<file path="config.mk">
export PLATFORM = sky130hd
export DESIGN_NAME = ima_adpcm_decoder_flat
export DESIGN_NICKNAME = d
export VERILOG_FILES = /design/src/sv/imadec_pkg.sv /design/src/sv/imadec_req_if.sv /design/src/sv/imadec_rsp_if.sv /design/src/sv/imadec_front.sv /design/src/sv/imadec_back.sv /design/src/sv/ima_adpcm_decoder.sv /design/src/flat_wrapper.sv
export SDC_FILE = /design/constraint.sdc
export NUM_CORES = 1
export LEC_CHECK = 0
export ABC_AREA = 1
export BUFFER_PORTS_ARGS = -buffer_cell sky130_fd_sc_hd__buf_4
export CAP_MARGIN = 20
export CORE_MARGIN = 2
export CORE_UTILIZATION = 40
export CTS_CLUSTER_SIZE = 16
export DETAILED_ROUTE_END_ITERATION = 10
export GPL_ROUTABILITY_DRIVEN = 0
export MAX_ROUTING_LAYER = met4
export SETUP_SLACK_MARGIN = 0.2
export SYNTH_ARGS = -nofsm -noshare
export SYNTH_HDL_FRONTEND = slang
export SYNTH_HIERARCHICAL = 1
export SYNTH_SLANG_ARGS = --single-unit
</file>
<file path="constraint.sdc">
create_clock -name clock -period 20.6 [get_ports clock]
set_clock_uncertainty 0.2 [all_clocks]
set_input_delay 1.03 -clock clock [delete_from_list [all_inputs] [get_ports clock]]
set_output_delay 1.03 -clock clock [all_outputs]
set_load 0.005 [all_outputs]
</file>
<file path="src/sv/imadec_pkg.sv">
// Shared types, constants and tables for the IMA ADPCM decoder.
// No dependencies; imadec_front, imadec_back and ima_adpcm_decoder import this package.
`default_nettype none

package imadec_pkg;

   // Copies of every decoded sample (2x upsample, left and right).
   localparam int SAMPLE_REPEAT    = 4;
   localparam int RESULTS_PER_BYTE = 2 * SAMPLE_REPEAT;
   localparam int CNT_W            = $clog2(RESULTS_PER_BYTE);
   localparam logic [CNT_W-1:0] CNT_HIGH = CNT_W'(SAMPLE_REPEAT);
   localparam logic [CNT_W-1:0] CNT_LAST = CNT_W'(RESULTS_PER_BYTE - 1);

   localparam logic [6:0] MAX_STEP_INDEX = 7'd88;

   localparam logic FUNC_HEADER = 1'b0;
   localparam logic FUNC_DATA   = 1'b1;

   localparam int QUEUE_DEPTH = 2;
   localparam int QPTR_W      = $clog2(QUEUE_DEPTH);
   localparam int QCNT_W      = $clog2(QUEUE_DEPTH + 1);

   typedef struct packed {
      logic              func;
      logic signed [15:0] predictor;
      logic [6:0]        step_idx;
      logic [7:0]        data_byte;
   } entry_type;

   typedef struct packed {
      logic      valid;
      entry_type entry;
   } head_type;

   localparam logic [14:0] STEP_TABLE [0:88] = '{
      15'd7, 15'd8, 15'd9, 15'd10, 15'd11, 15'd12, 15'd13, 15'd14, 15'd16, 15'd17,
      15'd19, 15'd21, 15'd23, 15'd25, 15'd28, 15'd31, 15'd34, 15'd37, 15'd41, 15'd45,
      15'd50, 15'd55, 15'd60, 15'd66, 15'd73, 15'd80, 15'd88, 15'd97, 15'd107, 15'd118,
      15'd130, 15'd143, 15'd157, 15'd173, 15'd190, 15'd209, 15'd230, 15'd253, 15'd279,
      15'd307, 15'd337, 15'd371, 15'd408, 15'd449, 15'd494, 15'd544, 15'd598, 15'd658,
      15'd724, 15'd796, 15'd876, 15'd963, 15'd1060, 15'd1166, 15'd1282, 15'd1411,
      15'd1552, 15'd1707, 15'd1878, 15'd2066, 15'd2272, 15'd2499, 15'd2749, 15'd3024,
      15'd3327, 15'd3660, 15'd4026, 15'd4428, 15'd4871, 15'd5358, 15'd5894, 15'd6484,
      15'd7132, 15'd7845, 15'd8630, 15'd9493, 15'd10442, 15'd11487, 15'd12635,
      15'd13899, 15'd15289, 15'd16818, 15'd18500, 15'd20350, 15'd22385, 15'd24623,
      15'd27086, 15'd29794, 15'd32767
   };

   function automatic logic [14:0] step_size(input logic [6:0] idx);
      logic [14:0] val;
      if (idx > MAX_STEP_INDEX) begin
         val = STEP_TABLE[MAX_STEP_INDEX];
      end else begin
         val = STEP_TABLE[idx];
      end
      return val;
   endfunction

   // Index table is symmetric in the sign bit, so only the magnitude matters.
   function automatic logic signed [4:0] index_move(input logic [2:0] mag);
      logic signed [4:0] val;
      case (mag)
         3'd4:    val = 5'sd2;
         3'd5:    val = 5'sd4;
         3'd6:    val = 5'sd6;
         3'd7:    val = 5'sd8;
         default: val = -5'sd1;
      endcase
      return val;
   endfunction

endpackage

`default_nettype wire

</file>
<file path="src/sv/imadec_req_if.sv">
// Input channel of the IMA ADPCM decoder: header loads and data bytes.
// Valid/ready handshake; no dependencies.
`default_nettype none

interface imadec_req_if;
   logic               valid;
   logic               ready;
   logic               func;
   logic signed [15:0] header_predictor;
   logic [7:0]         header_step_index;
   logic [7:0]         data_byte;

   modport source (output valid, func, header_predictor, header_step_index, data_byte,
                   input ready);
   modport sink   (input valid, func, header_predictor, header_step_index, data_byte,
                   output ready);
endinterface

`default_nettype wire

</file>
<file path="src/sv/imadec_rsp_if.sv">
// Result channel of the IMA ADPCM decoder: PCM samples with a last flag.
// Valid/ready handshake; no dependencies.
`default_nettype none

interface imadec_rsp_if;
   logic               valid;
   logic               ready;
   logic signed [15:0] sample;
   logic               last;

   modport source (output valid, sample, last, input ready);
   modport sink   (input valid, sample, last, output ready);
endinterface

`default_nettype wire

</file>
<file path="src/sv/imadec_front.sv">
// Front end: accepts input beats, clamps the header step index, and queues
// the classified items for the decode engine. Uses imadec_pkg, imadec_req_if.
`default_nettype none

module imadec_front (
   input  wire                  clock,
   input  wire                  reset,
   imadec_req_if.sink           req_if,
   input  wire                  pop,
   output imadec_pkg::head_type head
);
   import imadec_pkg::*;

   entry_type           entry_ff [QUEUE_DEPTH];
   entry_type           entry_in;
   logic [QPTR_W-1:0]   wr_ptr_ff, wr_ptr_in;
   logic [QPTR_W-1:0]   rd_ptr_ff, rd_ptr_in;
   logic [QCNT_W-1:0]   count_ff, count_in;
   logic                push;
   logic                do_pop;

   assign req_if.ready = (count_ff != QCNT_W'(QUEUE_DEPTH));
   assign push         = req_if.valid && req_if.ready;
   assign do_pop       = pop && (count_ff != '0);

   always_comb begin
      entry_in.func       = req_if.func;
      entry_in.predictor  = req_if.header_predictor;
      entry_in.data_byte  = req_if.data_byte;
      if (req_if.header_step_index > {1'b0, MAX_STEP_INDEX}) begin
         entry_in.step_idx = MAX_STEP_INDEX;
      end else begin
         entry_in.step_idx = req_if.header_step_index[6:0];
      end
   end

   always_comb begin
      wr_ptr_in = wr_ptr_ff;
      rd_ptr_in = rd_ptr_ff;
      count_in  = count_ff;
      if (push) begin
         wr_ptr_in = (wr_ptr_ff == QPTR_W'(QUEUE_DEPTH - 1)) ? '0 : wr_ptr_ff + 1'b1;
      end
      if (do_pop) begin
         rd_ptr_in = (rd_ptr_ff == QPTR_W'(QUEUE_DEPTH - 1)) ? '0 : rd_ptr_ff + 1'b1;
      end
      if (push && !do_pop) begin
         count_in = count_ff + 1'b1;
      end else if (!push && do_pop) begin
         count_in = count_ff - 1'b1;
      end
   end

   always_ff @(posedge clock) begin
      if (reset) begin
         wr_ptr_ff <= '0;
         rd_ptr_ff <= '0;
         count_ff  <= '0;
      end else begin
         wr_ptr_ff <= wr_ptr_in;
         rd_ptr_ff <= rd_ptr_in;
         count_ff  <= count_in;
      end
   end

   always_ff @(posedge clock) begin
      if (push) begin
         entry_ff[wr_ptr_ff] <= entry_in;
      end
   end

   assign head.valid = (count_ff != '0);
   assign head.entry = entry_ff[rd_ptr_ff];

endmodule

`default_nettype wire

</file>
<file path="src/sv/imadec_back.sv">
// Decode engine: works on the queue head, updates predictor and step index
// per nibble and drives the registered result channel. Uses imadec_pkg.
`default_nettype none

module imadec_back (
   input  wire                  clock,
   input  wire                  reset,
   input  imadec_pkg::head_type head,
   output logic                 pop,
   imadec_rsp_if.source         rsp_if
);
   import imadec_pkg::*;

   logic signed [15:0] predictor_ff, predictor_in;
   logic [6:0]         step_idx_ff, step_idx_in;
   logic [CNT_W-1:0]   cnt_ff, cnt_in;
   logic               rsp_valid_ff, rsp_valid_in;
   logic signed [15:0] rsp_sample_ff, rsp_sample_in;
   logic               rsp_last_ff, rsp_last_in;

   logic               out_free;
   logic               decode;
   logic [3:0]         code;
   logic [14:0]        step;
   logic [16:0]        diff;
   logic signed [17:0] sum;
   logic signed [15:0] pred_new;
   logic signed [7:0]  idx_sum;
   logic [6:0]         idx_new;

   assign out_free = !rsp_valid_ff || rsp_if.ready;
   assign decode   = (cnt_ff == '0) || (cnt_ff == CNT_HIGH);
   assign code     = (cnt_ff == CNT_HIGH) ? head.entry.data_byte[7:4]
                                          : head.entry.data_byte[3:0];

   always_comb begin
      step = step_size(step_idx_ff);
      diff = 17'(step >> 3);
      if (code[0]) diff = diff + 17'(step >> 2);
      if (code[1]) diff = diff + 17'(step >> 1);
      if (code[2]) diff = diff + 17'(step);
      if (code[3]) begin
         sum = 18'(predictor_ff) - $signed({1'b0, diff});
      end else begin
         sum = 18'(predictor_ff) + $signed({1'b0, diff});
      end
      if (sum > 18'sd32767) begin
         pred_new = 16'sh7fff;
      end else if (sum < -18'sd32768) begin
         pred_new = 16'sh8000;
      end else begin
         pred_new = sum[15:0];
      end

      idx_sum = $signed({1'b0, step_idx_ff}) + 8'(index_move(code[2:0]));
      if (idx_sum < 0) begin
         idx_new = '0;
      end else if (idx_sum > $signed({1'b0, MAX_STEP_INDEX})) begin
         idx_new = MAX_STEP_INDEX;
      end else begin
         idx_new = idx_sum[6:0];
      end
   end

   always_comb begin
      predictor_in  = predictor_ff;
      step_idx_in   = step_idx_ff;
      cnt_in        = cnt_ff;
      rsp_sample_in = rsp_sample_ff;
      rsp_last_in   = rsp_last_ff;
      rsp_valid_in  = rsp_valid_ff && !rsp_if.ready;
      pop           = 1'b0;

      if (head.valid && head.entry.func == FUNC_HEADER) begin
         predictor_in  = head.entry.predictor;
         step_idx_in   = head.entry.step_idx;
         pop           = 1'b1;
      end else if (head.valid && head.entry.func == FUNC_DATA && out_free) begin
         rsp_valid_in = 1'b1;
         rsp_last_in  = (cnt_ff == CNT_LAST);
         if (decode) begin
            predictor_in  = pred_new;
            step_idx_in   = idx_new;
            rsp_sample_in = pred_new;
         end else begin
            rsp_sample_in = predictor_ff;
         end
         if (cnt_ff == CNT_LAST) begin
            cnt_in = '0;
            pop    = 1'b1;
         end else begin
            cnt_in = cnt_ff + 1'b1;
         end
      end
   end

   always_ff @(posedge clock) begin
      if (reset) begin
         predictor_ff  <= '0;
         step_idx_ff   <= '0;
         cnt_ff        <= '0;
         rsp_valid_ff  <= 1'b0;
      end else begin
         predictor_ff  <= predictor_in;
         step_idx_ff   <= step_idx_in;
         cnt_ff        <= cnt_in;
         rsp_valid_ff  <= rsp_valid_in;
      end
   end

   always_ff @(posedge clock) begin
      rsp_sample_ff <= rsp_sample_in;
      rsp_last_ff   <= rsp_last_in;
   end

   assign rsp_if.valid  = rsp_valid_ff;
   assign rsp_if.sample = rsp_sample_ff;
   assign rsp_if.last   = rsp_last_ff;

endmodule

`default_nettype wire

</file>
<file path="src/sv/ima_adpcm_decoder.sv">
// Top level of the 4-bit IMA ADPCM decoder: front end, queue, decode engine.
// Uses imadec_pkg, imadec_req_if, imadec_rsp_if, imadec_front, imadec_back.
//
//   channel | dir | payload                                             | beat
//   req_if  | in  | func, header_predictor, header_step_index, data_byte | one item
//   rsp_if  | out | sample, last                                        | one result
//
// A data byte gives 2*SAMPLE_REPEAT results, one per cycle while rsp_if is not
// stalled; a header loads predictor and step index and gives no result.
// A two-entry queue between front and back keeps input accepted while results
// drain, so bytes stream without gaps. Reset (synchronous) clears predictor,
// step index and queue. Stalls on rsp_if hold the result and fill the queue.
`default_nettype none

module ima_adpcm_decoder (
   input  wire          clock,
   input  wire          reset,
   imadec_req_if.sink   req_if,
   imadec_rsp_if.source rsp_if
);
   import imadec_pkg::*;

   head_type head;
   logic     pop;

   imadec_front u_front (
      .clock  (clock),
      .reset  (reset),
      .req_if (req_if),
      .pop    (pop),
      .head   (head)
   );

   imadec_back u_back (
      .clock  (clock),
      .reset  (reset),
      .head   (head),
      .pop    (pop),
      .rsp_if (rsp_if)
   );

endmodule

`default_nettype wire
</file>
<file path="src/flat_wrapper.sv">
// flat-port wrapper written by rule: the top's interface ports become plain ports
module ima_adpcm_decoder_flat import imadec_pkg::*;
  (clock, reset, req_if_valid, req_if_func, req_if_header_predictor, req_if_header_step_index, req_if_data_byte, req_if_ready, rsp_if_valid, rsp_if_sample, rsp_if_last, rsp_if_ready);
  imadec_req_if req_if_i ();
  imadec_rsp_if rsp_if_i ();
  input  wire clock;
  input  wire reset;
  input wire logic [$bits(req_if_i.valid)-1:0] req_if_valid;
  input wire logic [$bits(req_if_i.func)-1:0] req_if_func;
  input wire logic [$bits(req_if_i.header_predictor)-1:0] req_if_header_predictor;
  input wire logic [$bits(req_if_i.header_step_index)-1:0] req_if_header_step_index;
  input wire logic [$bits(req_if_i.data_byte)-1:0] req_if_data_byte;
  output wire logic [$bits(req_if_i.ready)-1:0] req_if_ready;
  output wire logic [$bits(rsp_if_i.valid)-1:0] rsp_if_valid;
  output wire logic [$bits(rsp_if_i.sample)-1:0] rsp_if_sample;
  output wire logic [$bits(rsp_if_i.last)-1:0] rsp_if_last;
  input wire logic [$bits(rsp_if_i.ready)-1:0] rsp_if_ready;
  assign req_if_i.valid = req_if_valid;
  assign req_if_i.func = req_if_func;
  assign req_if_i.header_predictor = req_if_header_predictor;
  assign req_if_i.header_step_index = req_if_header_step_index;
  assign req_if_i.data_byte = req_if_data_byte;
  assign req_if_ready = req_if_i.ready;
  assign rsp_if_valid = rsp_if_i.valid;
  assign rsp_if_sample = rsp_if_i.sample;
  assign rsp_if_last = rsp_if_i.last;
  assign rsp_if_i.ready = rsp_if_ready;
  ima_adpcm_decoder u_core (.clock(clock), .reset(reset), .req_if(req_if_i), .rsp_if(rsp_if_i));
endmodule
</file>
==> impl_metrics.tcl, run 1 <==
set metrics [dict create \
    cpMostUsedCell "nand2_1" \
    hold_path.class "reg -> reg" \
    slowest_stage "dfxtp_1" \
    cts_root_buf "clkbuf_16" \
    grtUsageTotal_pct 20.17 \
    tns_ns 0 \
    layout.nets 1573 \
    cts_sinks 113 \
    max_stage_delay_ns 0.60 \
    outcome "complete, no violations" \
    rrSetupSlack_ns 10.23 \
    max_slew_margin_pct 37.20 \
    ctsResizeCount 0 \
    critPathCaptureType "register" \
    cts_hold_buf 0 \
    tritoncts "done" \
    die_area_um2 27230 \
    worstSkewPairLatency_ns 0.41 \
    grt_pass1_wl_mm 43.09 \
    ant_nets 0 \
    synth.net_count 1527 \
    syn_to_final_growth_pct 12.12 \
    drv_cap 0 \
    synth_warnings 6 \
    clockBufferDepth 2 \
    clk_pin_slew_worst_paths_ns 0.06 \
    worst_slew_pin_slew_ns 0.9321 \
    wirelength_mm 26.30 \
    async_flop_share_pct 0 \
    cp_max_fo 26 \
    routed_via_density 5.340 \
    synth_ff_type "edfxtp_1" \
    rsz0062_at_grt "false" \
    crit_type "reg -> reg" \
    crit_arrival_ns 10.28 \
    drt_iter0_markers 774 \
    portBuffers 55 \
    grt_max_degree 41 \
    hold_viol 0 \
    syn_area_um2 10370 \
    avgSynthCellArea_um2 7.375 \
    ys_seq_area_share_pct 29.64 \
    route.detailed.drc 0 \
    rows 58 \
    nFillCells 2482 \
    core-area_um2 25330 \
    wire_per_inst_um 14.65 \
    fin_crit_sh_pct 50.35 \
    post-cts-setup-buffers 0 \
    crit_buf_inv 8 \
    first_global_vias 8874 \
    fin_crit_ns 10.37 \
    setup_viol 0 \
    vias 9585 \
    ys_ff_latch 113 \
    worstPathRequired_ns 20.51 \
    dr.pass1.iters 7 \
    antenna_found_initial 0 \
    drv_slew 0 \
    hpwlAfterDp_mm 20.20 \
    num_io_pins 56 \
    start_util_pct 40.94 \
    h-tree-depth 4 \
    overflow 0 \
    synth-edff-count 81 \
    yosysUniqueCellTypes 61 \
    die_h_um 165 \
    path_delay_family "compound AO/OA/AOI/OAI gates" \
    cts_made_buffers 17 \
    fmax_mhz 96.41 \
    cp-start-kind "register" \
    diodes 0 \
    synthCells 1406 \
    layout-drive-gt1-share_pct 13.99 \
    die_w_um 165 \
]
-- synthesized netlist by cell type (all sizes together), types with 3 or more instances --
| cell type | count | area, µm² |
|---|---|---|
| xnor2 | 15 | 131.4 |
| a221oi | 3 | 26.28 |
| o21bai | 12 | 90.09 |
| xor2 | 22 | 192.7 |
| nand3 | 128 | 685.7 |
| a211oi | 6 | 45.04 |
| o211ai | 12 | 90.09 |
| o311ai | 4 | 35.03 |
| o21ai | 90 | 461.7 |
| a21o | 5 | 37.54 |
| nand4 | 17 | 112.6 |
| clkbuf | 21 | 78.83 |
| a21boi | 15 | 116.4 |
| nor3 | 10 | 50.05 |
| buf | 20 | 196.4 |
| fa | 4 | 80.08 |
| nor2 | 75 | 309.0 |
| dfxtp | 32 | 640.6 |
| ha | 80 | 1001 |
| nand2 | 376 | 1469 |
| edfxtp | 81 | 2432 |
| or2 | 17 | 106.4 |
| nand3b | 4 | 30.03 |
| o22ai | 4 | 25.02 |
| inv | 190 | 713.2 |
| a31oi | 14 | 87.58 |
| a21oi | 96 | 499.2 |
| and2 | 4 | 25.02 |
| mux2 | 32 | 473.0 |
-- cell families after synthesis --
| group | Yosys count | share of synthesized area [%] |
|---|---|---|
| compound gates | 273 | 15.58 |
| xor+xnor | 37 | 3.125 |
| fa+ha+maj | 84 | 10.43 |
| buf+inv | 233 | 9.605 |
| flops | 113 | 29.64 |
| mux | 32 | 4.561 |
| simple gates | 634 | 27.07 |
-- worst reg2reg max path, delay by kind of cell, from the launching register on --
kind | cells | cell delay [ns]
XOR/XNOR | 2 | 0.24
adder cells (fa/ha/maj) | 5 | 1.91
AND/OR/NAND/NOR | 21 | 2.33
flip-flops | 1 | 0.60
buffers and inverters | 8 | 0.80
AO/OA/AOI/OAI | 19 | 4.00
-- metrics by stage --
stage | std cells | area (µm²) | util (%) | hold slack [ns] | worst slack, ns
floorplan | 1406 | 10370 | - | 0.2586 | 12.18
finish | 1795 | 11620 | 45.90 | 0.2872 | 10.23
detailed placement | 1762 | 11020 | 43.53 | 0.2825 | 10.34
CTS | 1794 | 11620 | 45.88 | 0.2902 | 10.28
global placement | 1762 | 11020 | 43.53 | 0.2701 | 10.47
global route | 1795 | 11620 | 45.90 | 0.3208 | 9.029
-- final cells by class --
type	instances	area, µm²	share of cell area [%]
multi-input combinational	1060	6314	54.31
sequential	113	3074	26.44
inverter	192	720.7	6.200
timing repair buffer	68	508.0	4.370
clock buffer	18	429.2	3.692
tap	330	412.9	3.552
clock inverter	14	166.4	1.431
-- routing by layer --
metal	wire length (µm)	vias to the layer above	track usage, %
li1	-	4843	-
met1	12250	4316	27.09
met2	11570	350	31.34
met3	1857	76	3.641
met4	622	0	5.375
met5	0	-	-
-- final timing paths --
check                           cells after the start                                  endpoint                                 startpoint
worst max register to register                     55  u_core/u_back/rsp_if.sample[2]$_DFFE_PP_  u_core/u_back/step_idx_ff[1]$_SDFFE_PP0P_
worst min-delay path                                2      u_core/u_back/cnt_ff[2]$_SDFFE_PP0P_       u_core/u_back/cnt_ff[2]$_SDFFE_PP0P_
worst min register to register                      2      u_core/u_back/cnt_ff[2]$_SDFFE_PP0P_       u_core/u_back/cnt_ff[2]$_SDFFE_PP0P_
worst max-delay path                               55  u_core/u_back/rsp_if.sample[2]$_DFFE_PP_  u_core/u_back/step_idx_ff[1]$_SDFFE_PP0P_
-- cells in the final DEF, fill, tap and decap left out, types with 31 or more instances in the layout --
cell type	count
ha_1	80
inv_1	179
dfxtp_1	31
o21ai_0	73
buf_4	67
edfxtp_1	81
a21oi_1	92
nand3_1	119
nand2_1	357
nor2_1	67
-- flip-flops by register name, indices dropped and copies added, names as in the netlist, named ones only --
register / flops
u_core/u_back/rsp_if.last: 1
u_core/u_back/cnt_ff: 3
u_core/u_front/wr_ptr_ff: 1
u_core/u_front/entry_ff: 64
u_core/u_back/step_idx_ff: 7
u_core/u_back/rsp_if.sample: 16
u_core/u_back/predictor_ff: 16
u_core/u_back/rsp_if.valid: 1
u_core/u_front/rd_ptr_ff: 1
u_core/u_front/count_ff: 2
Power of run 1 is left out: the tool's default activity adds up to more than one toggle a clock period on the data nets, which glitch-free logic cannot reach.
==> inputs of run 2 (changes only) <==
--- a/config.mk
+++ b/config.mk
@@ -5,7 +5,7 @@
 export SDC_FILE = /design/constraint.sdc
 export NUM_CORES = 1
 export LEC_CHECK = 0
-export ABC_AREA = 1
+export ABC_AREA = 0
 export BUFFER_PORTS_ARGS = -buffer_cell sky130_fd_sc_hd__buf_4
 export CAP_MARGIN = 20
 export CORE_MARGIN = 2
==> constraint.sdc (replaced) <==
create_clock -name clock -period 10.8 [get_ports clock]
set_clock_uncertainty 0.2 [all_clocks]
set_input_delay 0.54 -clock clock [delete_from_list [all_inputs] [get_ports clock]]
set_output_delay 0.54 -clock clock [all_outputs]
set_load 0.005 [all_outputs]
==> run 2 against run 1 <==
  * Critical path depth down 10
  * Synthesized area up 0.87%
  * Final area rose by 5.2%
  * Final cell count is 9.0% lower
  * Synthesized cell count fell by 13%
  * Critical endpoint is now u_core/u_back/rsp_if.sample[4]$_DFFE_PP_
  * Via count fell by 1.6%
  * Wire length is 9.7% higher
  * Maximum frequency rose by 2.5%
  * Core utilization grew 1.4 points
  * Register-to-register slack worse by 9.5 ns
  * Setup slack got worse by 9.5 ns
==> impl_metrics.tcl, run 2 <==
set metrics [dict create \
    num_io_pins 56 \
    routed_via_density 5.777 \
    top_register "u_core/u_front/entry_ff" \
    drt_iter0_markers 651 \
    die_w_um 165.7 \
    rsz0062_at_grt "false" \
    hold_viol 0 \
    h-tree-depth 4 \
    synth_ff_type "edfxtp_1" \
    die_area_um2 27460 \
    synthCells 1222 \
    multiInputGateArea_um2 7094 \
    vias 9434 \
    ant_nets 0 \
    fin_crit_ns 10.12 \
    antenna_found_initial 0 \
    synth.largest_area_cell "edfxtp_1" \
    yosysUniqueCellTypes 88 \
    ys_seq_area_share_pct 29.38 \
    cts_sinks 113 \
    nFillCells 2527 \
    ys_ff_latch 113 \
    dr.pass1.iters 5 \
    final_common_cell "buf_4" \
    wirelength_mm 28.84 \
    grtUsageTotal_pct 21.31 \
    overflow 0 \
    drv_slew 0 \
    start_util_pct 40.48 \
    path_delay_family "compound AO/OA/AOI/OAI gates" \
    grt_pass1_wl_mm 47.35 \
    crit_buf_inv 4 \
    seq_area_um2 3082 \
    grt_max_degree 45 \
    layout.nets 1406 \
    synth_warnings 6 \
    syn_to_final_growth_pct 16.96 \
    syn_area_um2 10460 \
    cp_max_fo 9 \
    rows 59 \
    fmax_mhz 98.80 \
    cpMostUsedCell "a21o_1" \
    layout-drive-gt1-share_pct 19.95 \
    reg2regPathDepth 45 \
    async_flop_share_pct 0 \
    r2r-start "u_core/u_back/step_idx_ff[0]$_SDFFE_PP0P_" \
    worstPathRequired_ns 10.72 \
    portBuffers 55 \
    die_h_um 165.7 \
    yosysMostFrequentCell "a21oi_1" \
    diodes 0 \
    clockBufferDepth 2 \
    hold_path.class "in -> reg" \
    rrSetupSlack_ns 0.68 \
    whs_ns 0.1122 \
    clk_pin_slew_worst_paths_ns 0.06 \
    crit_type "reg -> reg" \
    max_slew_margin_pct 27.74 \
    critPathCaptureType "register" \
    fin_crit_sh_pct 93.72 \
    outcome "complete, no violations" \
    worst_slew_pin_slew_ns 1.084 \
    core-area_um2 25840 \
    crit_arrival_ns 10.04 \
    cts_made_buffers 17 \
    tritoncts "done" \
    synthTopCellsByArea "edfxtp_1 23%, ha_1 9.6%, dfxtp_1 6.1%, a21oi_1 5.2%, mux2_2 4.4%" \
    synth-edff-count 81 \
    largest_reg_flops 64 \
    cts_root_buf "clkbuf_16" \
    r2r_end "u_core/u_back/rsp_if.sample[4]$_DFFE_PP_" \
    slowest_stage "or3b_4" \
    synthTopCellsByCount "109 x a21oi_1, 106 x nor2_1, 105 x nand2_1, 81 x edfxtp_1, 80 x ha_1" \
    hold_path_end "u_core/u_front/entry_ff[1][2]$_DFFE_PP_" \
    synth_top_cell_area_share_pct 23.26 \
    cp-start-kind "register" \
    first_global_vias 9195 \
    hold_path_startpoint "req_if_data_byte[2]" \
    tns_ns 0 \
    cts_hold_buf 0 \
    avgSynthCellArea_um2 8.559 \
    setup_viol 0 \
    synth.net_count 1343 \
    wire_per_inst_um 17.66 \
    worstSkewPairLatency_ns 0.41 \
    route.detailed.drc 0 \
    drv_cap 0 \
    hold_depth 1 \
    final_cell_mix "111 x buf_4, 107 x a21oi_1, 105 x nand2_1" \
    hpwlAfterDp_mm 21.05 \
    max_stage_delay_ns 0.47 \
]
==> run 2: cell count changes in the layout (fill, tap and decap cells not counted), moves of 17 or more <==
| cell | change |
|---|---|
| a21o_1 | +17 |
| buf_4 | +44 |
| inv_1 | -134 |
| mux2_2 | +39 |
| mux2_4 | -29 |
| mux2i_1 | +20 |
| nand2_1 | -252 |
| nand2_2 | -17 |
| nand2b_1 | +36 |
| nand3_1 | -94 |
| nor2_1 | +37 |
| nor2b_1 | +20 |
| xnor2_1 | +27 |
==> run 2: worst max-delay path by stage <==
stage,from,endpoint,slack (ns),cells after the start
4_1_cts,u_core/u_back/step_idx_ff[0]$_SDFFE_PP0P_,u_core/u_back/rsp_if.sample[4]$_DFFE_PP_,0.22,44
3_3_place_gp,u_core/u_back/step_idx_ff[3]$_SDFFE_PP0P_,u_core/u_back/rsp_if.sample[14]$_DFFE_PP_,0.33,46
2_1_floorplan,u_core/u_back/step_idx_ff[1]$_SDFFE_PP0P_,u_core/u_back/rsp_if.sample[5]$_DFFE_PP_,0.24,47
5_1_grt,u_core/u_back/step_idx_ff[0]$_SDFFE_PP0P_,u_core/u_back/rsp_if.sample[4]$_DFFE_PP_,0.1,44
6_report,u_core/u_back/step_idx_ff[0]$_SDFFE_PP0P_,u_core/u_back/rsp_if.sample[4]$_DFFE_PP_,0.68,45
3_5_place_dp,u_core/u_back/step_idx_ff[0]$_SDFFE_PP0P_,u_core/u_back/rsp_if.sample[2]$_DFFE_PP_,0.14,44
==> run 2: cells by family (layout without fill, tap and decap cells) <==
logic type      count (synthesis)  in the layout  synth area share, %
compound gates                381            381                24.43
xor+xnor                       64             64                5.431
fa+ha+maj                      87             87                10.62
buf+inv                       121            196                4.666
flops                         113            113                29.38
mux                            66             66                7.118
simple gates                  390            391                18.35
==> run 2: through the flow <==
stage	cell area, µm²	utilization [%]	worst slack [ns]	instances
floorplan	10470	-	0.2391	1222
global placement	11410	44.18	0.3259	1595
detailed placement	11410	44.18	0.1413	1595
CTS	12000	46.44	0.2187	1627
global route	12230	47.35	0.09927	1633
finish	12230	47.35	0.6783	1633
==> run 2: timing repair <==
item	in CTS	in global routing
buffers inserted	0	5
resized for setup	3	47
cloned	0	1
endpoints found under the setup margin	15	32
hold endpoints to repair	0	0
pin swaps	0	3
==> run 2: per-layer routing <==
| layer | share of wire (%) | GRT usage, % | up-vias |
|---|---|---|---|
| li1 | - | - | 4672 |
| met1 | 46 | 28.56 | 4422 |
| met2 | 46 | 33.36 | 304 |
| met3 | 5.0 | 2.461 | 36 |
| met4 | 2.3 | 7.637 | 0 |
| met5 | 0 | - | - |
==> run 2: layout make-up <==
class / count / area share [%]
inverters: 51 / 1.616
repair buffers: 113 / 7.068
multi-input cells: 989 / 57.99
clock inverters: 9 / 0.8796
flip-flops and latches: 113 / 25.19
well taps: 335 / 3.426
clock buffers: 23 / 3.825
Power of run 2 is left out for the same reason.
